## src/hw/rtl/mlfqs_pkg.sv

```systemverilog
// Shared constants, codes and controller/datapath interface types of the task table scheduler.
package mlfqs_pkg;

   localparam int SLOTS      = 64;
   localparam int SLOT_W     = $clog2(SLOTS);
   localparam int IDX_W      = SLOT_W + 1;
   localparam int ORDER_BITS = 16;
   localparam int ID_W       = 31;
   localparam int TICK_W     = 16;

   localparam logic [3:0] OP_ALLOC        = 4'd0;
   localparam logic [3:0] OP_SET_STATE    = 4'd1;
   localparam logic [3:0] OP_SET_PRIORITY = 4'd2;
   localparam logic [3:0] OP_YIELD        = 4'd3;
   localparam logic [3:0] OP_PICK         = 4'd4;
   localparam logic [3:0] OP_TICK         = 4'd5;
   localparam logic [3:0] OP_SET_LEVEL    = 4'd6;
   localparam logic [3:0] OP_LOCK         = 4'd7;
   localparam logic [3:0] OP_UNLOCK       = 4'd8;

   localparam logic [2:0] TS_UNUSED   = 3'd0;
   localparam logic [2:0] TS_EMBRYO   = 3'd1;
   localparam logic [2:0] TS_RUNNABLE = 3'd3;
   localparam logic [2:0] TS_RUNNING  = 3'd4;
   localparam logic [2:0] TS_MAX      = 3'd5;

   localparam logic [1:0] STAT_OK      = 2'd0;
   localparam logic [1:0] STAT_NONE    = 2'd1;
   localparam logic [1:0] STAT_BAD_PRI = 2'd2;
   localparam logic [1:0] STAT_REFUSED = 2'd3;

   localparam logic [1:0] LEVEL_TOP  = 2'd2;
   localparam logic [1:0] PRI_DEFLT  = 2'd3;
   localparam logic [3:0] PRI_MAX    = 4'd3;

   localparam logic CSR_BOOST_THRESHOLD = 1'b0;
   localparam logic CSR_LOCK_KEY        = 1'b1;

   localparam logic [TICK_W-1:0] THRESHOLD_RESET = TICK_W'(100);

   typedef enum logic [3:0] {
      CS_CLEAR,
      CS_IDLE,
      CS_DECODE,
      CS_READ,
      CS_EXEC,
      CS_SCAN,
      CS_BSCAN,
      CS_ROUND,
      CS_COMMIT,
      CS_FINISH
   } ctrl_state_type;

   typedef enum logic [1:0] {
      KIND_SINGLE,
      KIND_SCAN_READ,
      KIND_SCAN_COMMIT,
      KIND_PICK
   } op_kind_type;

   typedef struct packed {
      logic clear_step;
      logic capture;
      logic scan_init;
      logic scan_step;
      logic use_rank;
      logic boost_begin;
      logic round;
      logic commit;
      logic exec;
      logic load_out;
   } cmd_type;

   typedef struct packed {
      op_kind_type kind;
      logic        boost_due;
      logic        scan_done;
      logic        have;
      logic        out_free;
      logic        clear_done;
   } sts_type;

endpackage

```

## src/hw/rtl/mlfqs_ctrl.sv

```systemverilog
// Sequencing state machine of the task table scheduler.
module mlfqs_ctrl (
   input  logic              clock,
   input  logic              reset,
   input  logic              req_valid,
   output logic              req_stall,
   input  mlfqs_pkg::sts_type sts,
   output mlfqs_pkg::cmd_type cmd
);
   import mlfqs_pkg::*;

   ctrl_state_type state_ff, state_in;

   always_ff @(posedge clock) begin
      if (reset) begin
         state_ff <= CS_CLEAR;
      end else begin
         state_ff <= state_in;
      end
   end

   always_comb begin
      state_in = state_ff;
      unique case (state_ff)
         CS_CLEAR: begin
            if (sts.clear_done) state_in = CS_IDLE;
         end
         CS_IDLE: begin
            if (req_valid) state_in = CS_DECODE;
         end
         CS_DECODE: begin
            unique case (sts.kind)
               KIND_SINGLE:      state_in = CS_READ;
               KIND_SCAN_READ:   state_in = CS_SCAN;
               KIND_SCAN_COMMIT: state_in = CS_SCAN;
               KIND_PICK:        state_in = sts.boost_due ? CS_BSCAN : CS_SCAN;
               default:          state_in = CS_READ;
            endcase
         end
         CS_SCAN: begin
            if (sts.scan_done) begin
               state_in = (sts.kind == KIND_SCAN_READ) ? CS_READ : CS_COMMIT;
            end
         end
         CS_BSCAN: begin
            if (sts.scan_done) state_in = CS_ROUND;
         end
         CS_ROUND: begin
            state_in = sts.have ? CS_BSCAN : CS_SCAN;
         end
         CS_READ:   state_in = CS_EXEC;
         CS_EXEC:   state_in = CS_FINISH;
         CS_COMMIT: state_in = CS_FINISH;
         CS_FINISH: begin
            if (sts.out_free) state_in = CS_IDLE;
         end
         default: state_in = CS_IDLE;
      endcase
   end

   always_comb begin
      cmd = '0;
      req_stall = (state_ff != CS_IDLE);
      unique case (state_ff)
         CS_CLEAR: begin
            cmd.clear_step = 1'b1;
         end
         CS_IDLE: begin
            cmd.capture = req_valid;
         end
         CS_DECODE: begin
            cmd.scan_init = (sts.kind != KIND_SINGLE);
            cmd.boost_begin = (sts.kind == KIND_PICK) && sts.boost_due;
         end
         CS_SCAN: begin
            cmd.scan_step = 1'b1;
         end
         CS_BSCAN: begin
            cmd.scan_step = 1'b1;
            cmd.use_rank = 1'b1;
         end
         CS_ROUND: begin
            cmd.round = 1'b1;
            cmd.scan_init = 1'b1;
         end
         CS_READ: begin
         end
         CS_EXEC: begin
            cmd.exec = 1'b1;
         end
         CS_COMMIT: begin
            cmd.commit = 1'b1;
         end
         CS_FINISH: begin
            cmd.load_out = sts.out_free;
         end
         default: begin
         end
      endcase
   end

   a_accept_decode: assert property (@(posedge clock) disable iff (reset)
      (req_valid && !req_stall) |=> (state_ff == CS_DECODE))
      else $error("accepted transaction not decoded");

   a_finish_idle: assert property (@(posedge clock) disable iff (reset)
      (state_ff == CS_FINISH && sts.out_free) |=> (state_ff == CS_IDLE))
      else $error("finished transaction did not release the block");

   a_round_rescan: assert property (@(posedge clock) disable iff (reset)
      (state_ff == CS_ROUND) |=> (state_ff == CS_BSCAN || state_ff == CS_SCAN))
      else $error("boost round did not restart a scan");

endmodule

```

## config.mk

```make
export PLATFORM = sky130hd
export DESIGN_NAME = mlfqs_ctrl
export DESIGN_NICKNAME = d
export VERILOG_FILES = /design/src/hw/rtl/mlfqs_pkg.sv /design/src/hw/rtl/mlfqs_ctrl.sv
export SDC_FILE = /design/constraint.sdc
export NUM_CORES = 1
export LEC_CHECK = 0
export ABC_AREA = 1
export BUFFER_PORTS_ARGS = -buffer_cell sky130_fd_sc_hd__buf_2
export CAP_MARGIN = 0
export CELL_PAD_IN_SITES_DETAIL_PLACEMENT = 0
export CELL_PAD_IN_SITES_GLOBAL_PLACEMENT = 1
export CORE_MARGIN = 5
export CORE_UTILIZATION = 26
export CTS_CLUSTER_DIAMETER = 150
export DETAILED_ROUTE_END_ITERATION = 12
export PLACE_DENSITY_LB_ADDON = 0.25
export RECOVER_POWER = 50
export SLEW_MARGIN = 20
export SYNTH_ARGS = -nofsm -noshare
export SYNTH_HDL_FRONTEND = slang
export SYNTH_SLANG_ARGS = --single-unit
```

## constraint.sdc

```tcl
create_clock -name clock -period 1.3 [get_ports clock]
set_clock_uncertainty 0.15 [all_clocks]
set_input_delay 0.195 -clock clock [delete_from_list [all_inputs] [get_ports clock]]
set_output_delay 0.195 -clock clock [all_outputs]
set_load 0.01 [all_outputs]
```

==> impl_metrics.tcl, run 1 <==
set metrics [dict create \
    status "finished with violations" \
    violations "negative setup slack" \
    crit_required_ps 950 \
    port_buffers 20 \
    yosysTopAreaCell "nand2_1" \
    max_freq_ghz 0.6568 \
    seqCellArea_um2 95.09 \
    swShare_pct 46.86 \
    p_int_mw 1.020 \
    p_switching_mw 0.9000 \
    fin_ws_ps -222.4 \
    die_h_um 55.12 \
    synthDistinctLibCells 20 \
    grt_use_total_pct 12.32 \
    syn_nets 110 \
    setup.worst_path.start "state_ff[0]$_SDFFE_PP0P_" \
    rsz0062_at_grt "yes" \
    ant_nets 0 \
    drc 0 \
    cp.arrival_ps 1180 \
    worst_path_max_delay_cell "dfxtp_4" \
    cp_top_family "flip-flops" \
    syn_area_per_cell_um2 5.456 \
    path_cells "inv_4, nor2_4, buf_4, nand2_2, nand2_4, buf_6" \
    overflow 0 \
    antenna_found_initial 0 \
    place_congestion 0.7333 \
    dp_hpwl_um 1296 \
    grt_max_degree 6 \
    reg_top3 "state_ff (4)" \
    first_pass_iters 4 \
    synthSimpleGateAreaFrac_pct 52.48 \
    synthTopCellsByCount "22 x nand2_1, 19 x nor2_1, 16 x inv_1" \
    clk_pin_slew_ps 40 \
    post-place-cells 158 \
    synthTopCellsByArea "nand2_1 16%, dfxtp_1 15%, nor2_1 13%" \
    p_leak_nw 0.5985 \
    p_comb_share_pct 76.5 \
    slew-limit-headroom_pct 84.64 \
    fp-row-count 16 \
    muxShareOfSynthArea_pct 0 \
    vias 764 \
    layout-drive-gt1-share_pct 61.38 \
    synth_top_family_by_area "simple AND/OR/NAND/NOR gates" \
    final-instance-count-excl-fill 172 \
    ys_seq_area_share_pct 15.13 \
    top_register "state_ff" \
    p_per_area_nw_per_um2 1721 \
    setup_viol 15 \
    cts_tree "built" \
    grt_pass1_vias 644 \
    syn_area_um2 529.3 \
    whs_endpoint "state_ff[0]$_SDFFE_PP0P_" \
    power_mw 1.920 \
    yosysMostFrequentCell "nand2_1" \
    initial_core_util_pct 27.26 \
    synthToLayoutAreaGrowth_pct 110.9 \
    hold_viol 0 \
    r2r_cells 9 \
    yosys.area_share.xor_xnor_pct 0 \
    pwr-share-seq_pct 15.6 \
    synthAdderAreaFrac_pct 7.092 \
    drv_slew 0 \
    crit_type "reg2out" \
    num_io_pins 21 \
    clock_latency_ps 230 \
    worstMarginPinSlew_ps 229.5 \
    syn_inst 97 \
    ys_warn_count 0 \
    die-area_um2 3038 \
    multi_input_area_um2 520.5 \
    min_path_type "in2reg" \
    pre_cts_ws_ps -140.6 \
    maxCapViolCount 0 \
    crit_path_max_fanout 5 \
    r2r-start "state_ff[3]$_SDFFE_PP0P_" \
    rrSetupSlack_ps -160 \
    clock_path_buffers 2 \
    ys_seq_elements 4 \
    slowest_delay_ps 400 \
    synth_edf_count 0 \
    ir_drop_mv 1.091 \
    antenna_cells 0 \
    largest_reg_flops 4 \
    clkSinkCount 4 \
    vias_per_cell 4.442 \
    pwr-share-clk_pct 7.9 \
    worstHoldStart "sts[2]" \
    worstHoldPathCells 6 \
    core_area_um2 1942 \
    cts_root_buffer "clkbuf_4" \
    ctsHtreeMaxLevel 1 \
    synth-compound-area-share_pct 10.40 \
    die_w_um 55.12 \
    fin_crit_ps 1522 \
    synth_top_area_share_pct 15.60 \
    cp-start-kind "register" \
    period_share_pct 117.1 \
    end_kind "output port" \
    numCtsBuffers 3 \
    routed_wl_um 1783 \
    grt_pass1_wl_um 2635 \
    ys.flop_type "dfxtp_1" \
    fill_cells 210 \
    layout.nets 160 \
    finalSetupTns_ps -2226 \
    post_drt_wl_per_cell_um 10.37 \
    drtIter0Drc 8 \
    crit_buf_inv 3 \
    synth-async-reset-ratio_pct 0 \
    r2r_end "state_ff[3]$_SDFFE_PP0P_" \
]
-- metrics by stage --
| step | cell area, um^2 | utilization [%] | hold WS, ps |
|---|---|---|---|
| 3_5_place_dp | 768.2 | 39.56 | 223.1 |
| 6_report | 1116 | 57.47 | 255.6 |
| 5_1_grt | 1116 | 57.47 | 282.7 |
| 2_1_floorplan | 529.3 | - | 117.4 |
| 3_3_place_gp | 768.2 | 39.56 | 222.5 |
| 4_1_cts | 954.7 | 49.16 | 250.0 |
-- routing by layer --
layer / global-route usage (%) / up-vias / share of wire (%)
met3: 0.8043 / 2 / 3.6
met1: 14.70 / 352 / 43
met4: 7.287 / 0 / 0.45
met5: 0 / - / 0
li1: - / 397 / -
met2: 21.46 / 13 / 53
-- worst max path at each step --
stage,to,cells past startpoint
2_1_floorplan,cmd[0],2
3_3_place_gp,state_ff[0]$_SDFFE_PP0P_,9
3_5_place_dp,state_ff[3]$_SDFFE_PP0P_,6
4_1_cts,cmd[0],3
5_1_grt,cmd[6],6
6_report,cmd[6],6
-- power groups by stage --
stage	registers, mW	clock network, mW	logic (mW)
floorplan	0.226	0	0.548
global placement	0.229	0	0.882
detailed placement	0.227	0	0.884
CTS	0.278	0.156	1.10
global route	0.309	0.170	1.61
finish	0.300	0.151	1.47
-- logic make-up (layout without fill, tap and decap cells) --
family                   after synthesis  in the layout
AO/OA/AOI/OAI                          9              9
buffers and inverters                 21             69
adder cells (fa/ha/maj)                3              3
AND/OR/NAND/NOR                       60             60
flip-flops                             4              4
-- area by class of cell --
type	count	area share, %
tap	27	3.027
inverter	21	7.960
clock buffer	3	2.018
timing repair buffer	45	31.84
sequential	4	8.520
multi-input combinational	72	46.64
-- tightest hold or removal path: cells and delay by family --
kind	cells	cell delay, ps
simple gates	4	240
buf+inv	2	150
-- cells in the final DEF (no fill, tap or decap) --
cell type,netlist,layout
buf_6,0,14
a21oi_2,0,1
dfxtp_4,0,4
nor4_4,0,1
nand2_2,5,7
nand3_4,0,3
a21oi_1,2,1
clkbuf_4,0,3
buf_4,0,15
buf_2,0,15
nand3_1,5,3
nand2_1,22,16
inv_6,0,1
nor3_1,3,1
inv_1,16,14
nor2_4,2,7
ha_1,3,3
o21ai_0,2,2
o211ai_1,1,1
inv_4,0,2
nand2_4,0,4
nor3_2,0,2
o22ai_2,0,1
nand3b_1,1,1
nor2_1,19,10
inv_2,5,4
dlygate4sd3_1,0,1
a31oi_1,1,1
nor2_2,1,5
o21bai_1,2,2
-- repair_timing --
action                                  CTS  global route
resized for setup                        34            30
pin swaps                                 5            21
endpoints found under the hold margin     1             0
buffers inserted                          5             7
endpoints found under the setup margin   15            15
hold buffers                              1             0
Note: power is estimated with default switching activity, not from simulation.
==> run 2: changes to the inputs <==
Settings changed: GPL_ROUTABILITY_DRIVEN set to 0, MAX_ROUTING_LAYER set to met4.
==> run 2 against run 1 <==
Compared with the run above:
- the flow still finishes with violations (negative setup slack)
- sequential share of layout area stayed put
- fmax hardly changed
- flip-flop and latch count stayed put
- die area stayed put
- combinational power hardly changed
- largest power group unchanged
- clock-buffer cell count stayed put
- final cell count stayed put
- first-iteration DRC count stayed put
- register-to-register slack hardly changed
- non-clock buffer count stayed put
- worst setup slack hardly changed
==> impl_metrics.tcl, run 2 (synthesis results as in run 1) <==
set metrics [dict create \
    reg_top3 "state_ff (4)" \
    synthToLayoutAreaGrowth_pct 110.9 \
    status "finished with violations" \
    largest_reg_flops 4 \
    grt_pass1_wl_um 2635 \
    vias_per_cell 4.453 \
    r2r_cells 9 \
    grt_max_degree 6 \
    layout_common_cells "16 x nand2_1, 15 x buf_2, 15 x buf_4" \
    min_path_type "in2reg" \
    drc 0 \
    rrSetupSlack_ps -160 \
    overflow 0 \
    final-instance-count-excl-fill 172 \
    worstHoldPathCells 6 \
    use_met2_pct 21.46 \
    r2r-start "state_ff[3]$_SDFFE_PP0P_" \
    grt_pass1_vias 644 \
    cp.arrival_ps 1180 \
    setup.worst_path.start "state_ff[0]$_SDFFE_PP0P_" \
    maxCapViolCount 0 \
    worstMarginPinSlew_ps 229.6 \
    clock_latency_ps 230 \
    port_buffers 20 \
    dp_hpwl_um 1296 \
    busiest_layer "met2" \
    die_w_um 55.12 \
    fin_ws_ps -222.7 \
    post-place-cells 158 \
    vias 766 \
    crit_type "reg2out" \
    first_pass_iters 5 \
    violations "negative setup slack" \
    pre_cts_ws_ps -140.6 \
    initial_core_util_pct 27.26 \
    fp-row-count 16 \
    grt_use_met1_pct 14.70 \
    clkSinkCount 4 \
    layout.nets 160 \
    fin_crit_ps 1523 \
    crit_end "cmd[6]" \
    grt_use_total_pct 12.66 \
    hold_viol 0 \
    clock_path_buffers 2 \
    final_common_cell "nand2_1" \
    period_share_pct 117.1 \
    antenna_cells 0 \
    antenna_found_initial 0 \
    p_per_area_nw_per_um2 1721 \
    cts_root_buffer "clkbuf_4" \
    grt_use_met3_pct 0.8043 \
    clk_pin_slew_ps 40 \
    top_register "state_ff" \
    crit_required_ps 950 \
    r2r_end "state_ff[3]$_SDFFE_PP0P_" \
    setup_viol 15 \
    p_leak_nw 0.5985 \
    die_h_um 55.12 \
    cts_tree "built" \
    postPlaceCellArea_um2 768.2 \
    drtIter0Drc 8 \
    slew-limit-headroom_pct 84.63 \
    ir_drop_mv 1.091 \
    die-area_um2 3038 \
    max_freq_ghz 0.6567 \
    end_kind "output port" \
    routed_wl_um 1787 \
    ctsHtreeMaxLevel 1 \
    numCtsBuffers 3 \
    post_drt_wl_per_cell_um 10.39 \
    worstHoldStart "sts[2]" \
    crit_path_max_fanout 5 \
    rsz0062_at_grt "yes" \
    design_area_um2 1116 \
    cp-start-kind "register" \
    ant_nets 0 \
    core_area_um2 1942 \
    layout-drive-gt1-share_pct 61.38 \
    num_io_pins 21 \
    drv_slew 0 \
]
## run 2: cell counts in the layout (fill, tap and decap cells not counted)
No cell type changed its count.
## run 2: worst max-delay path, stage by stage, from the launching register on
cell     delay [ps]
dfxtp_4         400
inv_4            50
nor2_4          140
buf_4           130
nand2_2          50
nand2_4          70
buf_6            90
## run 2: final cells by class
class                   instances  area, um^2
clock buffers                   3       22.52
fillers                       210       825.8
inverters                      21       88.84
multi-input cells              72       520.5
flip-flops and latches          4       95.09
well taps                      27       33.78
repair buffers                 45       355.3
## run 2: routing by layer
metal	wire (um)	vias to the layer above
li1	-	397
met1	748	354
met2	952	13
met3	78	2
met4	8	0
met5	0	-
## run 2: power by group
part           internal, mW  total, mW  switching, mW
Sequential            0.187      0.300          0.113
Combinational         0.731       1.47          0.739
Clock                 0.103      0.151         0.0479
Total                  1.02       1.92          0.900
## run 2: timing repair
| action | 4_1_cts | 5_1_grt |
|---|---|---|
| hold endpoints to repair | 1 | 0 |
| endpoints found under the setup margin | 15 | 15 |
| pin swaps | 5 | 21 |
| hold buffers | 1 | 0 |
| setup buffers | 5 | 7 |
| resized for setup | 34 | 30 |
| cloned | 0 | 0 |
## run 2: how the worst min path moves through the flow
stage / endpoint / slack [ps]
6_report: state_ff[0]$_SDFFE_PP0P_ / 260
5_1_grt: state_ff[0]$_SDFFE_PP0P_ / 280
4_1_cts: state_ff[0]$_SDFFE_PP0P_ / 250
3_5_place_dp: state_ff[3]$_SDFFE_PP0P_ / 220
3_3_place_gp: state_ff[3]$_SDFFE_PP0P_ / 220
2_1_floorplan: state_ff[3]$_SDFFE_PP0P_ / 120
## run 2: per-stage QoR
step           hold slack [ps]  util [%]  power, mW  setup TNS, ps
3_5_place_dp             223.1     39.56      1.112         -661.2
4_1_cts                  250.0     49.16      1.539          -1979
6_report                 255.8     57.47      1.921          -2226
2_1_floorplan            117.4         -     0.7735              0
5_1_grt                  282.7     57.47      2.091          -3274
3_3_place_gp             222.5     39.56      1.111         -605.9
