==> src/hw/rtl/mlfqs_pkg.sv <==
// Shared constants, codes and controller/datapath interface types of the task table scheduler.
package mlfqs_pkg;

   localparam int SLOTS      = 64;
   localparam int SLOT_W     = $clog2(SLOTS);
   localparam int IDX_W      = SLOT_W + 1;
   localparam int ORDER_BITS = 16;
   localparam int ID_W       = 31;
   localparam int TICK_W     = 16;

   localparam logic [3:0] OP_ALLOC        = 4'd0;
   localparam logic [3:0] OP_SET_STATE    = 4'd1;
   localparam logic [3:0] OP_SET_PRIORITY = 4'd2;
   localparam logic [3:0] OP_YIELD        = 4'd3;
   localparam logic [3:0] OP_PICK         = 4'd4;
   localparam logic [3:0] OP_TICK         = 4'd5;
   localparam logic [3:0] OP_SET_LEVEL    = 4'd6;
   localparam logic [3:0] OP_LOCK         = 4'd7;
   localparam logic [3:0] OP_UNLOCK       = 4'd8;

   localparam logic [2:0] TS_UNUSED   = 3'd0;
   localparam logic [2:0] TS_EMBRYO   = 3'd1;
   localparam logic [2:0] TS_RUNNABLE = 3'd3;
   localparam logic [2:0] TS_RUNNING  = 3'd4;
   localparam logic [2:0] TS_MAX      = 3'd5;

   localparam logic [1:0] STAT_OK      = 2'd0;
   localparam logic [1:0] STAT_NONE    = 2'd1;
   localparam logic [1:0] STAT_BAD_PRI = 2'd2;
   localparam logic [1:0] STAT_REFUSED = 2'd3;

   localparam logic [1:0] LEVEL_TOP  = 2'd2;
   localparam logic [1:0] PRI_DEFLT  = 2'd3;
   localparam logic [3:0] PRI_MAX    = 4'd3;

   localparam logic CSR_BOOST_THRESHOLD = 1'b0;
   localparam logic CSR_LOCK_KEY        = 1'b1;

   localparam logic [TICK_W-1:0] THRESHOLD_RESET = TICK_W'(100);

   typedef enum logic [3:0] {
      CS_CLEAR,
      CS_IDLE,
      CS_DECODE,
      CS_READ,
      CS_EXEC,
      CS_SCAN,
      CS_BSCAN,
      CS_ROUND,
      CS_COMMIT,
      CS_FINISH
   } ctrl_state_type;

   typedef enum logic [1:0] {
      KIND_SINGLE,
      KIND_SCAN_READ,
      KIND_SCAN_COMMIT,
      KIND_PICK
   } op_kind_type;

   typedef struct packed {
      logic clear_step;
      logic capture;
      logic scan_init;
      logic scan_step;
      logic use_rank;
      logic boost_begin;
      logic round;
      logic commit;
      logic exec;
      logic load_out;
   } cmd_type;

   typedef struct packed {
      op_kind_type kind;
      logic        boost_due;
      logic        scan_done;
      logic        have;
      logic        out_free;
      logic        clear_done;
   } sts_type;

endpackage

==> src/hw/rtl/mlfqs_dpath.sv <==
// Task table storage, slot scan, counters and result registers of the scheduler.
module mlfqs_dpath (
   input  logic                         clock,
   input  logic                         reset,
   input  mlfqs_pkg::cmd_type           cmd,
   output mlfqs_pkg::sts_type           sts,
   input  logic [3:0]                   req_opcode,
   input  logic [5:0]                   req_slot,
   input  logic [30:0]                  req_task_id,
   input  logic [2:0]                   req_new_state,
   input  logic [1:0]                   req_new_level,
   input  logic signed [3:0]            req_priority_value,
   input  logic [31:0]                  req_key,
   input  logic                         csr_we,
   input  logic                         csr_index,
   input  logic [31:0]                  csr_wdata,
   output logic                         rsp_valid,
   input  logic                         rsp_stall,
   output logic [1:0]                   rsp_status,
   output logic [5:0]                   rsp_chosen_slot,
   output logic [30:0]                  rsp_chosen_id,
   output logic [1:0]                   rsp_chosen_level,
   output logic                         rsp_boosted
);
   import mlfqs_pkg::*;

   logic [TICK_W-1:0] thr_ff;
   logic [31:0]       key_cfg_ff;

   logic [3:0]        op_ff;
   logic [SLOT_W-1:0] slot_ff;
   logic [ID_W-1:0]   tid_ff;
   logic [2:0]        nst_ff;
   logic [1:0]        nlv_ff;
   logic [3:0]        pr_ff;
   logic [31:0]       key_ff;

   logic [2:0]            st_mem  [SLOTS];
   logic                  lk_mem  [SLOTS];
   logic                  rk_mem  [SLOTS];
   logic [ID_W-1:0]       id_mem  [SLOTS];
   logic [1:0]            lvl_mem [SLOTS];
   logic [1:0]            pri_mem [SLOTS];
   logic [ORDER_BITS-1:0] ord_mem [SLOTS];

   logic [2:0]            rd_st_ff;
   logic                  rd_lk_ff;
   logic                  rd_rk_ff;
   logic [ID_W-1:0]       rd_id_ff;
   logic [1:0]            rd_lvl_ff;
   logic [1:0]            rd_pri_ff;
   logic [ORDER_BITS-1:0] rd_ord_ff;

   logic [IDX_W-1:0]  idx_ff;
   logic [SLOT_W-1:0] pidx_ff;
   logic              pval_ff;
   logic [IDX_W-1:0]  clr_ff;
   logic              first_ff;

   logic                  have_ff, blocked_ff, held_ff;
   logic [SLOT_W-1:0]     best_idx_ff;
   logic [ID_W-1:0]       best_id_ff;
   logic [1:0]            best_lvl_ff;
   logic [1:0]            best_pri_ff;
   logic [ORDER_BITS-1:0] best_ord_ff;

   logic [ID_W-1:0]       next_id_ff;
   logic [ORDER_BITS-1:0] lno_ff [3];
   logic [TICK_W-1:0]     tick_ff;
   logic [IDX_W-1:0]      rank_n_ff;
   logic                  boosted_ff;

   logic [1:0]        res_status_ff;
   logic [SLOT_W-1:0] res_slot_ff;
   logic [ID_W-1:0]   res_id_ff;
   logic [1:0]        res_lvl_ff;
   logic              res_bst_ff;

   logic              rsp_valid_ff;
   logic [1:0]        rsp_status_ff;
   logic [SLOT_W-1:0] rsp_slot_ff;
   logic [ID_W-1:0]   rsp_id_ff;
   logic [1:0]        rsp_lvl_ff;
   logic              rsp_bst_ff;

   // scan evaluation
   logic [SLOT_W-1:0] rd_addr;
   logic [2:0]        cur_st;
   logic              cur_lk, cur_rk, eval, beats, take, set_block, held_set, cand;
   logic              eff_rank;

   // table update controls
   logic [SLOT_W-1:0]     waddr;
   logic [SLOT_W-1:0]     tw_addr;
   logic                  clear_en;
   logic                  rk_we, rk_wd, rk_clear;
   logic [SLOT_W-1:0]     rk_addr;
   logic                  id_we, lvl_we, pri_we, ord_we, st_we, lk_we;
   logic [ID_W-1:0]       id_wd;
   logic [1:0]            lvl_wd, pri_wd;
   logic [ORDER_BITS-1:0] ord_wd;
   logic [2:0]            st_wd;
   logic                  lk_wd;
   logic                  lno_take, boost_end, tick_clear, tick_inc, next_id_inc;
   logic [1:0]            lno_sel;
   logic                  rank_set;
   logic                  res_load;
   logic [1:0]            res_status;
   logic [SLOT_W-1:0]     res_slot;
   logic [ID_W-1:0]       res_id;
   logic [1:0]            res_lvl;
   logic                  res_bst;
   logic                  addressed, in_range, key_ok;
   logic [1:0]            sat_lvl;

   assign rd_addr  = cmd.scan_step ? idx_ff[SLOT_W-1:0] : slot_ff;
   assign cur_st   = rd_st_ff;
   assign cur_lk   = rd_lk_ff;
   assign cur_rk   = rd_rk_ff;
   assign eval     = cmd.scan_step && pval_ff;
   assign eff_rank = cmd.use_rank && !first_ff;

   // first boost round clears the rank marks as it reads them
   assign clear_en = cmd.clear_step && !clr_ff[SLOT_W];
   assign tw_addr  = clear_en ? clr_ff[SLOT_W-1:0] : waddr;
   assign rk_clear = cmd.scan_step && cmd.use_rank && first_ff && !idx_ff[SLOT_W];
   assign rk_we    = rank_set || rk_clear;
   assign rk_wd    = rank_set;
   assign rk_addr  = rank_set ? best_idx_ff : idx_ff[SLOT_W-1:0];

   assign addressed = (op_ff == OP_SET_STATE) || (op_ff == OP_YIELD) ||
                      (op_ff == OP_SET_LEVEL) || (op_ff == OP_LOCK) || (op_ff == OP_UNLOCK);
   assign in_range  = {1'b0, slot_ff} < IDX_W'(SLOTS);
   assign key_ok    = (key_ff == key_cfg_ff);
   assign sat_lvl   = (nlv_ff > LEVEL_TOP) ? LEVEL_TOP : nlv_ff;

   always_comb begin
      if (rd_lvl_ff != best_lvl_ff) begin
         beats = rd_lvl_ff < best_lvl_ff;
      end else if (rd_lvl_ff == LEVEL_TOP && rd_pri_ff != best_pri_ff) begin
         beats = rd_pri_ff < best_pri_ff;
      end else begin
         beats = rd_ord_ff < best_ord_ff;
      end
   end

   always_comb begin
      take = 1'b0;
      set_block = 1'b0;
      held_set = 1'b0;
      cand = 1'b0;
      case (op_ff)
         OP_ALLOC: begin
            take = eval && !have_ff && (cur_st == TS_UNUSED);
         end
         OP_SET_PRIORITY: begin
            take = eval && !have_ff && (cur_st != TS_UNUSED) && (rd_id_ff == tid_ff);
         end
         OP_PICK: begin
            cand = eval && (cur_st == TS_RUNNABLE) && !(eff_rank && cur_rk) && !blocked_ff;
            take = cand && (cur_lk || !have_ff || beats);
            set_block = cand && cur_lk;
         end
         OP_LOCK: begin
            held_set = eval && cur_lk && ((cur_st == TS_RUNNABLE) || (cur_st == TS_RUNNING));
         end
         default: begin
         end
      endcase
   end

   always_comb begin
      sts.kind = KIND_SINGLE;
      case (op_ff)
         OP_ALLOC:        sts.kind = KIND_SCAN_COMMIT;
         OP_SET_PRIORITY: sts.kind = (pr_ff > PRI_MAX) ? KIND_SINGLE : KIND_SCAN_COMMIT;
         OP_PICK:         sts.kind = KIND_PICK;
         OP_LOCK:         sts.kind = (in_range && key_ok) ? KIND_SCAN_READ : KIND_SINGLE;
         default:         sts.kind = KIND_SINGLE;
      endcase
      sts.boost_due  = (tick_ff >= thr_ff);
      sts.scan_done  = pval_ff && (pidx_ff == SLOT_W'(SLOTS - 1));
      sts.have       = have_ff;
      sts.out_free   = !rsp_valid_ff || !rsp_stall;
      sts.clear_done = clr_ff[SLOT_W];
   end

   always_comb begin
      waddr = cmd.exec ? slot_ff : best_idx_ff;
      id_we = 1'b0; lvl_we = 1'b0; pri_we = 1'b0; ord_we = 1'b0; st_we = 1'b0; lk_we = 1'b0;
      id_wd = next_id_ff;
      lvl_wd = 2'd0;
      pri_wd = PRI_DEFLT;
      ord_wd = '0;
      st_wd = TS_UNUSED;
      lk_wd = 1'b0;
      lno_take = 1'b0; lno_sel = 2'd0; boost_end = 1'b0;
      tick_clear = 1'b0; tick_inc = 1'b0; next_id_inc = 1'b0; rank_set = 1'b0;
      res_load = cmd.exec || cmd.commit;
      res_status = STAT_OK;
      res_slot = '0;
      res_id = '0;
      res_lvl = 2'd0;
      res_bst = 1'b0;
      if (cmd.exec) begin
         if (addressed) begin
            res_slot = slot_ff;
            res_lvl = rd_lvl_ff;
         end
         if (addressed && !in_range) begin
            res_status = STAT_NONE;
            res_lvl = 2'd0;
         end else begin
            case (op_ff)
               OP_SET_STATE: begin
                  if (nst_ff > TS_MAX) begin
                     res_status = STAT_NONE;
                  end else begin
                     st_we = 1'b1;
                     st_wd = nst_ff;
                  end
               end
               OP_SET_PRIORITY: begin
                  res_status = STAT_BAD_PRI;
               end
               OP_YIELD: begin
                  if (rd_st_ff == TS_UNUSED) begin
                     res_status = STAT_NONE;
                  end else begin
                     if (rd_lvl_ff < LEVEL_TOP) begin
                        ord_we = 1'b1;
                        lno_sel = rd_lvl_ff;
                        ord_wd = lno_ff[rd_lvl_ff];
                        lno_take = 1'b1;
                     end
                     st_we = 1'b1;
                     st_wd = TS_RUNNABLE;
                  end
               end
               OP_TICK: begin
                  tick_inc = 1'b1;
               end
               OP_SET_LEVEL: begin
                  lvl_we = 1'b1;
                  lvl_wd = sat_lvl;
                  res_lvl = sat_lvl;
               end
               OP_LOCK: begin
                  if (!key_ok || held_ff) begin
                     res_status = STAT_REFUSED;
                  end else begin
                     lk_we = 1'b1;
                     lk_wd = 1'b1;
                     tick_clear = 1'b1;
                  end
               end
               OP_UNLOCK: begin
                  if (!key_ok || !rd_lk_ff) begin
                     res_status = STAT_REFUSED;
                  end else begin
                     lk_we = 1'b1;
                     lvl_we = 1'b1;
                     pri_we = 1'b1;
                     ord_we = 1'b1;
                     res_lvl = 2'd0;
                  end
               end
               default: begin
               end
            endcase
         end
      end else if (cmd.commit) begin
         case (op_ff)
            OP_ALLOC: begin
               if (have_ff) begin
                  st_we = 1'b1;
                  st_wd = TS_EMBRYO;
                  id_we = 1'b1;
                  lvl_we = 1'b1;
                  pri_we = 1'b1;
                  ord_we = 1'b1;
                  ord_wd = lno_ff[0];
                  lno_take = 1'b1;
                  lk_we = 1'b1;
                  next_id_inc = 1'b1;
                  res_slot = best_idx_ff;
                  res_id = next_id_ff;
               end else begin
                  res_status = STAT_NONE;
               end
            end
            OP_SET_PRIORITY: begin
               if (have_ff) begin
                  pri_we = 1'b1;
                  pri_wd = pr_ff[1:0];
                  res_slot = best_idx_ff;
                  res_id = best_id_ff;
                  res_lvl = best_lvl_ff;
               end else begin
                  res_status = STAT_NONE;
               end
            end
            OP_PICK: begin
               res_bst = boosted_ff;
               if (have_ff) begin
                  st_we = 1'b1;
                  st_wd = TS_RUNNING;
                  res_slot = best_idx_ff;
                  res_id = best_id_ff;
                  res_lvl = best_lvl_ff;
               end else begin
                  res_status = STAT_NONE;
               end
            end
            default: begin
            end
         endcase
      end else if (cmd.round) begin
         if (have_ff) begin
            lk_we = 1'b1;
            rank_set = 1'b1;
            lvl_we = 1'b1;
            pri_we = 1'b1;
            ord_we = 1'b1;
            ord_wd = ORDER_BITS'(rank_n_ff + IDX_W'(1));
         end else begin
            boost_end = 1'b1;
         end
      end
   end

   // configuration, request capture and counters
   always_ff @(posedge clock) begin
      if (reset) begin
         thr_ff <= THRESHOLD_RESET;
         key_cfg_ff <= '0;
         clr_ff <= '0;
         first_ff <= 1'b0;
         next_id_ff <= ID_W'(1);
         for (int i = 0; i < 3; i++) begin
            lno_ff[i] <= ORDER_BITS'(1);
         end
         tick_ff <= '0;
         rank_n_ff <= '0;
         boosted_ff <= 1'b0;
      end else begin
         if (csr_we) begin
            if (csr_index == CSR_BOOST_THRESHOLD) thr_ff <= csr_wdata[TICK_W-1:0];
            if (csr_index == CSR_LOCK_KEY) key_cfg_ff <= csr_wdata;
         end
         if (clear_en) clr_ff <= clr_ff + IDX_W'(1);
         if (cmd.boost_begin) begin
            first_ff <= 1'b1;
         end else if (cmd.round) begin
            first_ff <= 1'b0;
         end
         if (cmd.boost_begin) begin
            rank_n_ff <= '0;
            boosted_ff <= 1'b1;
         end else if (rank_set) begin
            rank_n_ff <= rank_n_ff + IDX_W'(1);
         end
         if (cmd.capture) boosted_ff <= 1'b0;
         if (next_id_inc) next_id_ff <= next_id_ff + ID_W'(1);
         if (boost_end) begin
            lno_ff[0] <= ORDER_BITS'(rank_n_ff + IDX_W'(1));
            lno_ff[1] <= ORDER_BITS'(1);
            lno_ff[2] <= ORDER_BITS'(1);
         end else if (lno_take) begin
            lno_ff[lno_sel] <= lno_ff[lno_sel] + ORDER_BITS'(1);
         end
         if (tick_clear || boost_end) begin
            tick_ff <= '0;
         end else if (tick_inc && tick_ff != '1) begin
            tick_ff <= tick_ff + TICK_W'(1);
         end
      end
   end

   always_ff @(posedge clock) begin
      if (cmd.capture) begin
         op_ff <= req_opcode;
         slot_ff <= req_slot;
         tid_ff <= req_task_id;
         nst_ff <= req_new_state;
         nlv_ff <= req_new_level;
         pr_ff <= req_priority_value;
         key_ff <= req_key;
      end
   end

   // slot table memories, one registered read port
   always_ff @(posedge clock) begin
      if (st_we || clear_en) st_mem[tw_addr] <= clear_en ? TS_UNUSED : st_wd;
      if (lk_we || clear_en) lk_mem[tw_addr] <= clear_en ? 1'b0 : lk_wd;
      if (rk_we) rk_mem[rk_addr] <= rk_wd;
      if (id_we) id_mem[waddr] <= id_wd;
      if (lvl_we) lvl_mem[waddr] <= lvl_wd;
      if (pri_we) pri_mem[waddr] <= pri_wd;
      if (ord_we) ord_mem[waddr] <= ord_wd;
      rd_st_ff <= st_mem[rd_addr];
      rd_lk_ff <= lk_mem[rd_addr];
      rd_rk_ff <= rk_mem[rd_addr];
      rd_id_ff <= id_mem[rd_addr];
      rd_lvl_ff <= lvl_mem[rd_addr];
      rd_pri_ff <= pri_mem[rd_addr];
      rd_ord_ff <= ord_mem[rd_addr];
   end

   // scan sequencing and best candidate
   always_ff @(posedge clock) begin
      if (reset) begin
         idx_ff <= '0;
         pval_ff <= 1'b0;
         have_ff <= 1'b0;
         blocked_ff <= 1'b0;
         held_ff <= 1'b0;
      end else if (cmd.scan_init) begin
         idx_ff <= '0;
         pval_ff <= 1'b0;
         have_ff <= 1'b0;
         blocked_ff <= 1'b0;
         held_ff <= 1'b0;
      end else if (cmd.scan_step) begin
         if (idx_ff < IDX_W'(SLOTS)) begin
            pval_ff <= 1'b1;
            idx_ff <= idx_ff + IDX_W'(1);
         end else begin
            pval_ff <= 1'b0;
         end
         if (take) have_ff <= 1'b1;
         if (set_block) blocked_ff <= 1'b1;
         if (held_set) held_ff <= 1'b1;
      end else begin
         pval_ff <= 1'b0;
      end
   end

   always_ff @(posedge clock) begin
      pidx_ff <= idx_ff[SLOT_W-1:0];
      if (take) begin
         best_idx_ff <= pidx_ff;
         best_id_ff <= rd_id_ff;
         best_lvl_ff <= rd_lvl_ff;
         best_pri_ff <= rd_pri_ff;
         best_ord_ff <= rd_ord_ff;
      end
   end

   // result and output registers
   always_ff @(posedge clock) begin
      if (res_load) begin
         res_status_ff <= res_status;
         res_slot_ff <= res_slot;
         res_id_ff <= res_id;
         res_lvl_ff <= res_lvl;
         res_bst_ff <= res_bst;
      end
      if (cmd.load_out) begin
         rsp_status_ff <= res_status_ff;
         rsp_slot_ff <= res_slot_ff;
         rsp_id_ff <= res_id_ff;
         rsp_lvl_ff <= res_lvl_ff;
         rsp_bst_ff <= res_bst_ff;
      end
   end

   always_ff @(posedge clock) begin
      if (reset) begin
         rsp_valid_ff <= 1'b0;
      end else if (cmd.load_out) begin
         rsp_valid_ff <= 1'b1;
      end else if (!rsp_stall) begin
         rsp_valid_ff <= 1'b0;
      end
   end

   assign rsp_valid        = rsp_valid_ff;
   assign rsp_status       = rsp_status_ff;
   assign rsp_chosen_slot  = rsp_slot_ff;
   assign rsp_chosen_id    = rsp_id_ff;
   assign rsp_chosen_level = rsp_lvl_ff;
   assign rsp_boosted      = rsp_bst_ff;

   a_scan_init: assert property (@(posedge clock) disable iff (reset)
      cmd.scan_init |=> (idx_ff == '0 && !have_ff && !pval_ff))
      else $error("scan did not restart cleanly");

   a_load_valid: assert property (@(posedge clock) disable iff (reset)
      cmd.load_out |=> rsp_valid_ff)
      else $error("loaded result not presented");

   a_rank_count: assert property (@(posedge clock) disable iff (reset)
      (cmd.round && have_ff) |=> (rank_n_ff == $past(rank_n_ff) + IDX_W'(1)))
      else $error("boost round did not count its slot");

endmodule

==> config.mk <==
export PLATFORM = sky130hd
export DESIGN_NAME = mlfqs_dpath
export DESIGN_NICKNAME = d
export VERILOG_FILES = /design/src/hw/rtl/mlfqs_pkg.sv /design/src/hw/rtl/mlfqs_dpath.sv
export SDC_FILE = /design/constraint.sdc
export NUM_CORES = 2
export LEC_CHECK = 0
export BUFFER_PORTS_ARGS = -buffer_cell sky130_fd_sc_hd__buf_4
export CAP_MARGIN = 20
export CORE_ASPECT_RATIO = 0.7
export CORE_MARGIN = 2
export CORE_UTILIZATION = 50
export CTS_BUF_LIST = sky130_fd_sc_hd__clkbuf_16
export DETAILED_ROUTE_END_ITERATION = 6
export MAX_ROUTING_LAYER = met4
export PLACE_DENSITY_LB_ADDON = 0.12
export RECOVER_POWER = 100
export SYNTH_ARGS = -nofsm -noshare
export SYNTH_HDL_FRONTEND = slang
export SYNTH_SLANG_ARGS = --single-unit
==> constraint.sdc <==
create_clock -name clock -period 9.62 [get_ports clock]
set_input_delay 0.962 -clock clock [delete_from_list [all_inputs] [get_ports clock]]
set_output_delay 0.962 -clock clock [all_outputs]
set_load 0.05 [all_outputs]
==> impl_metrics.py <==
metrics = {
    "sta": {
        "setup_viol": 0,
        "max_freq_mhz": 139,
        "fin_crit_sh": 0.745,
        "period_needed_ps": 7170,
        "worstMarginPinSlew_ps": 4650,
        "fin_setup_tns_ps": 0,
        "drv_slew": 5635,
        "maxSlewHeadroom": -2.10,
        "skew_ps": 61.1,
        "rsz0062_at_grt": "false",
        "hold_viol": 0,
    },
    "logic_synthesis": {
        "async_reset_ff_frac": 0,
        "synthesis.area_mm2": 0.158,
        "seq_area_frac_synth": 0.753,
        "synth_ff_type": "edfxtp_1",
        "syn-instance-count": 9639,
        "synth-edff-count": 3839,
        "ys_ff_latch": 4024,
        "yosysWarningCount": 0,
        "avgSynthCellArea_um2": 16.4,
        "ys_types": 68,
        "syn_nets": 9809,
    },
    "setup_path": {
        "worstPathArrival_ps": 7570,
        "cp_common_cell": "clkbuf_1",
        "path_class": "input port to flop",
        "crit_path_max_fanout": 48,
        "cp-start-kind": "input port",
        "path_cells": "clkbuf_1 -> o31ai_1 -> o21ai_0 -> buf_4 -> nor3_2 -> clkbuf_1",
        "critPathBufInv": 3,
        "cpMaxStageDelayCell": "o21ai_0",
        "path_delay_family": "compound AO/OA/AOI/OAI gates",
        "critPathMaxStageDelay_ps": 3100,
        "critPathRequiredTime_ps": 10020,
        "end_kind": "flop",
    },
    "cts": {
        "cts_buffers": 384,
        "h-tree-depth": 5,
        "clk_latency_ps": 940,
        "ctsResizeCount": 0,
        "clk_pin_slew_worst_paths_ps": 70,
        "clock-root-buffer": "clkbuf_16",
        "ctsHoldBuffers": 0,
        "cts_buffer_depth": 4,
        "cts_sinks": 4024,
        "cts_post_setup_buffers_inserted": 0,
        "cts_tree": "yes",
    },
    "power_and_ir_drop": {
        "combPwrFrac": 0.052,
        "swShare": 0.217,
        "irDropWorstVdd_v": 0.000190,
        "powerDensity_mw_per_mm2": 205,
        "p_seq_frac": 0.530,
        "intPower_mw": 28.4,
        "p_leak_nw": 62.4,
        "pwr-share-clk": 0.418,
        "p_switching_mw": 7.86,
    },
    "status": {
        "status": "finished, violations left",
        "failed_checks": "max-capacitance violations, max-slew violations",
    },
    "routing": {
        "drtIter0Drc": 12300,
        "drc": 0,
        "drt-total-wl_um": 439000,
        "viasPerCell": 6.20,
        "avgRoutedWirePerCell_um": 30.3,
        "vias": 89900,
        "drtAntennaViolNets": 0,
        "drtPass1Iterations": 6,
    },
    "cells_and_area": {
        "drive_gt1_frac": 0.0897,
        "area_growth_pct": 12.1,
        "instances_no_fill": 14500,
        "final_cell_mix": "edfxtp_1 (3839), mux2i_1 (1808), o22ai_1 (897)",
        "nets": 10100,
        "layout_commonest_cell": "edfxtp_1",
        "fin_area_mm2": 0.177,
    },
    "place": {
        "dp_hpwl_um": 253000,
        "portBuffers": 178,
        "dp_cells": 13700,
        "dpl-instance-area_mm2": 0.166,
        "place.gp.congestion": 0.873,
    },
    "floorplanning": {
        "start_util": 0.503,
        "fp.coreArea_mm2": 0.314,
        "ioPinCount": 179,
        "dieArea_mm2": 0.321,
        "die_w_um": 676,
        "rows": 172,
        "fp.dieH_um": 474,
    },
    "hold_path": {
        "min_path_type": "input port to flop",
    },
    "global_route": {
        "grt_first_pass_wirelength_um": 623000,
        "grt_pass1_vias": 85900,
        "grt_max_degree": 134,
        "gr-total-overflow": 0,
        "track_usage": 0.278,
        "grt_antenna_before_repair": 54,
    },
    "job": {
        "drv_cap": 145,
    },
}
## per-layer routing
metal,routed length [µm],global-route usage
met3,48000,0.0589
met2,187000,0.385
met5,0,-
met4,9740,0.0593
met1,194000,0.423
## through the flow
step / util / total power, mW / hold slack, ps / setup WS (ps)
2_1_floorplan: - / 20.7 / 329 / 3100
3_3_place_gp: 0.527 / 21.4 / 408 / 3960
3_5_place_dp: 0.530 / 21.4 / 405 / 4260
4_1_cts: 0.569 / 36.4 / 158 / 4900
5_1_grt: 0.564 / 37.2 / 202 / 2330
6_report: 0.564 / 36.2 / 237 / 2450
## final cells by class
cell class	count	area, µm²
antenna	51	128
clock buffer	398	9960
clock inverter	306	2570
fill	24200	137000
inverter	60	225
multi-input combinational	4966	36800
sequential	4024	119000
tap	4176	5230
timing repair buffer	521	3250
## state kept, by name, summed over array words and instances, names as in the netlist, 32 cells and up
name	count
id_mem	1984
ord_mem	1024
st_mem	192
lvl_mem	128
pri_mem	128
lk_mem	64
rk_mem	64
key_cfg_ff	32
key_ff	32
lno_ff	32
## power groups by stage
stage | Sequential, mW | Clock [mW] | Combinational (mW)
finish | 19.2 | 15.2 | 1.88
global placement | 19.6 | 0 | 1.86
floorplan | 19.5 | 0 | 1.20
global route | 19.2 | 16.0 | 1.96
CTS | 19.2 | 15.3 | 1.89
detailed placement | 19.6 | 0 | 1.89
## worst paths after layout
kind / start / to / slack, ps / depth (start not counted)
worst max-delay path: cmd[1] / ord_mem[43][6] / 2450 / 6
worst min-delay path: req_task_id[15] / tid_ff[15] / 240 / 1
worst max register to register: have_ff / id_mem[48][4] / 2500 / 8
worst min register to register: res_id_ff[10] / rsp_chosen_id[10] / 420 / 0
## cells in the mapped netlist, types with 8 or more instances
cell type,number,share of area
a211oi_1,227,0.011
a21o_1,16,0.00076
a21oi_1,77,0.0024
a22o_1,9,0.00050
a22oi_1,31,0.0015
a31oi_1,14,0.00055
a32o_1,8,0.00051
and3_1,19,0.00075
and4_1,10,0.00055
buf_1,47,0.0011
buf_2,209,0.0066
buf_4,13,0.00062
buf_6,17,0.0012
clkbuf_1,303,0.0072
dfxtp_1,185,0.023
edfxtp_1,3839,0.73
ha_1,41,0.0032
inv_1,60,0.0014
mux2_2,10,0.00071
mux2i_1,1809,0.11
nand2_1,222,0.0053
nand2b_1,13,0.00051
nand3_1,68,0.0022
nand4_1,33,0.0013
nor2_1,711,0.017
nor2b_1,10,0.00040
nor3_1,379,0.012
nor4_1,17,0.00067
o21ai_0,38,0.0012
o21bai_1,9,0.00043
o22ai_1,897,0.036
or2_2,8,0.00032
or3_1,15,0.00059
or4_1,57,0.0027
xnor2_1,68,0.0038
xor2_1,77,0.0043
## cells by family after synthesis
family / share of synthesized area
flops: 0.753
mux: 0.115
simple gates: 0.0457
compound gates: 0.0568
buf+inv: 0.0182
xor+xnor: 0.00804
fa+ha+maj: 0.00325
No activity file was read; power rests on OpenSTA's default activity.
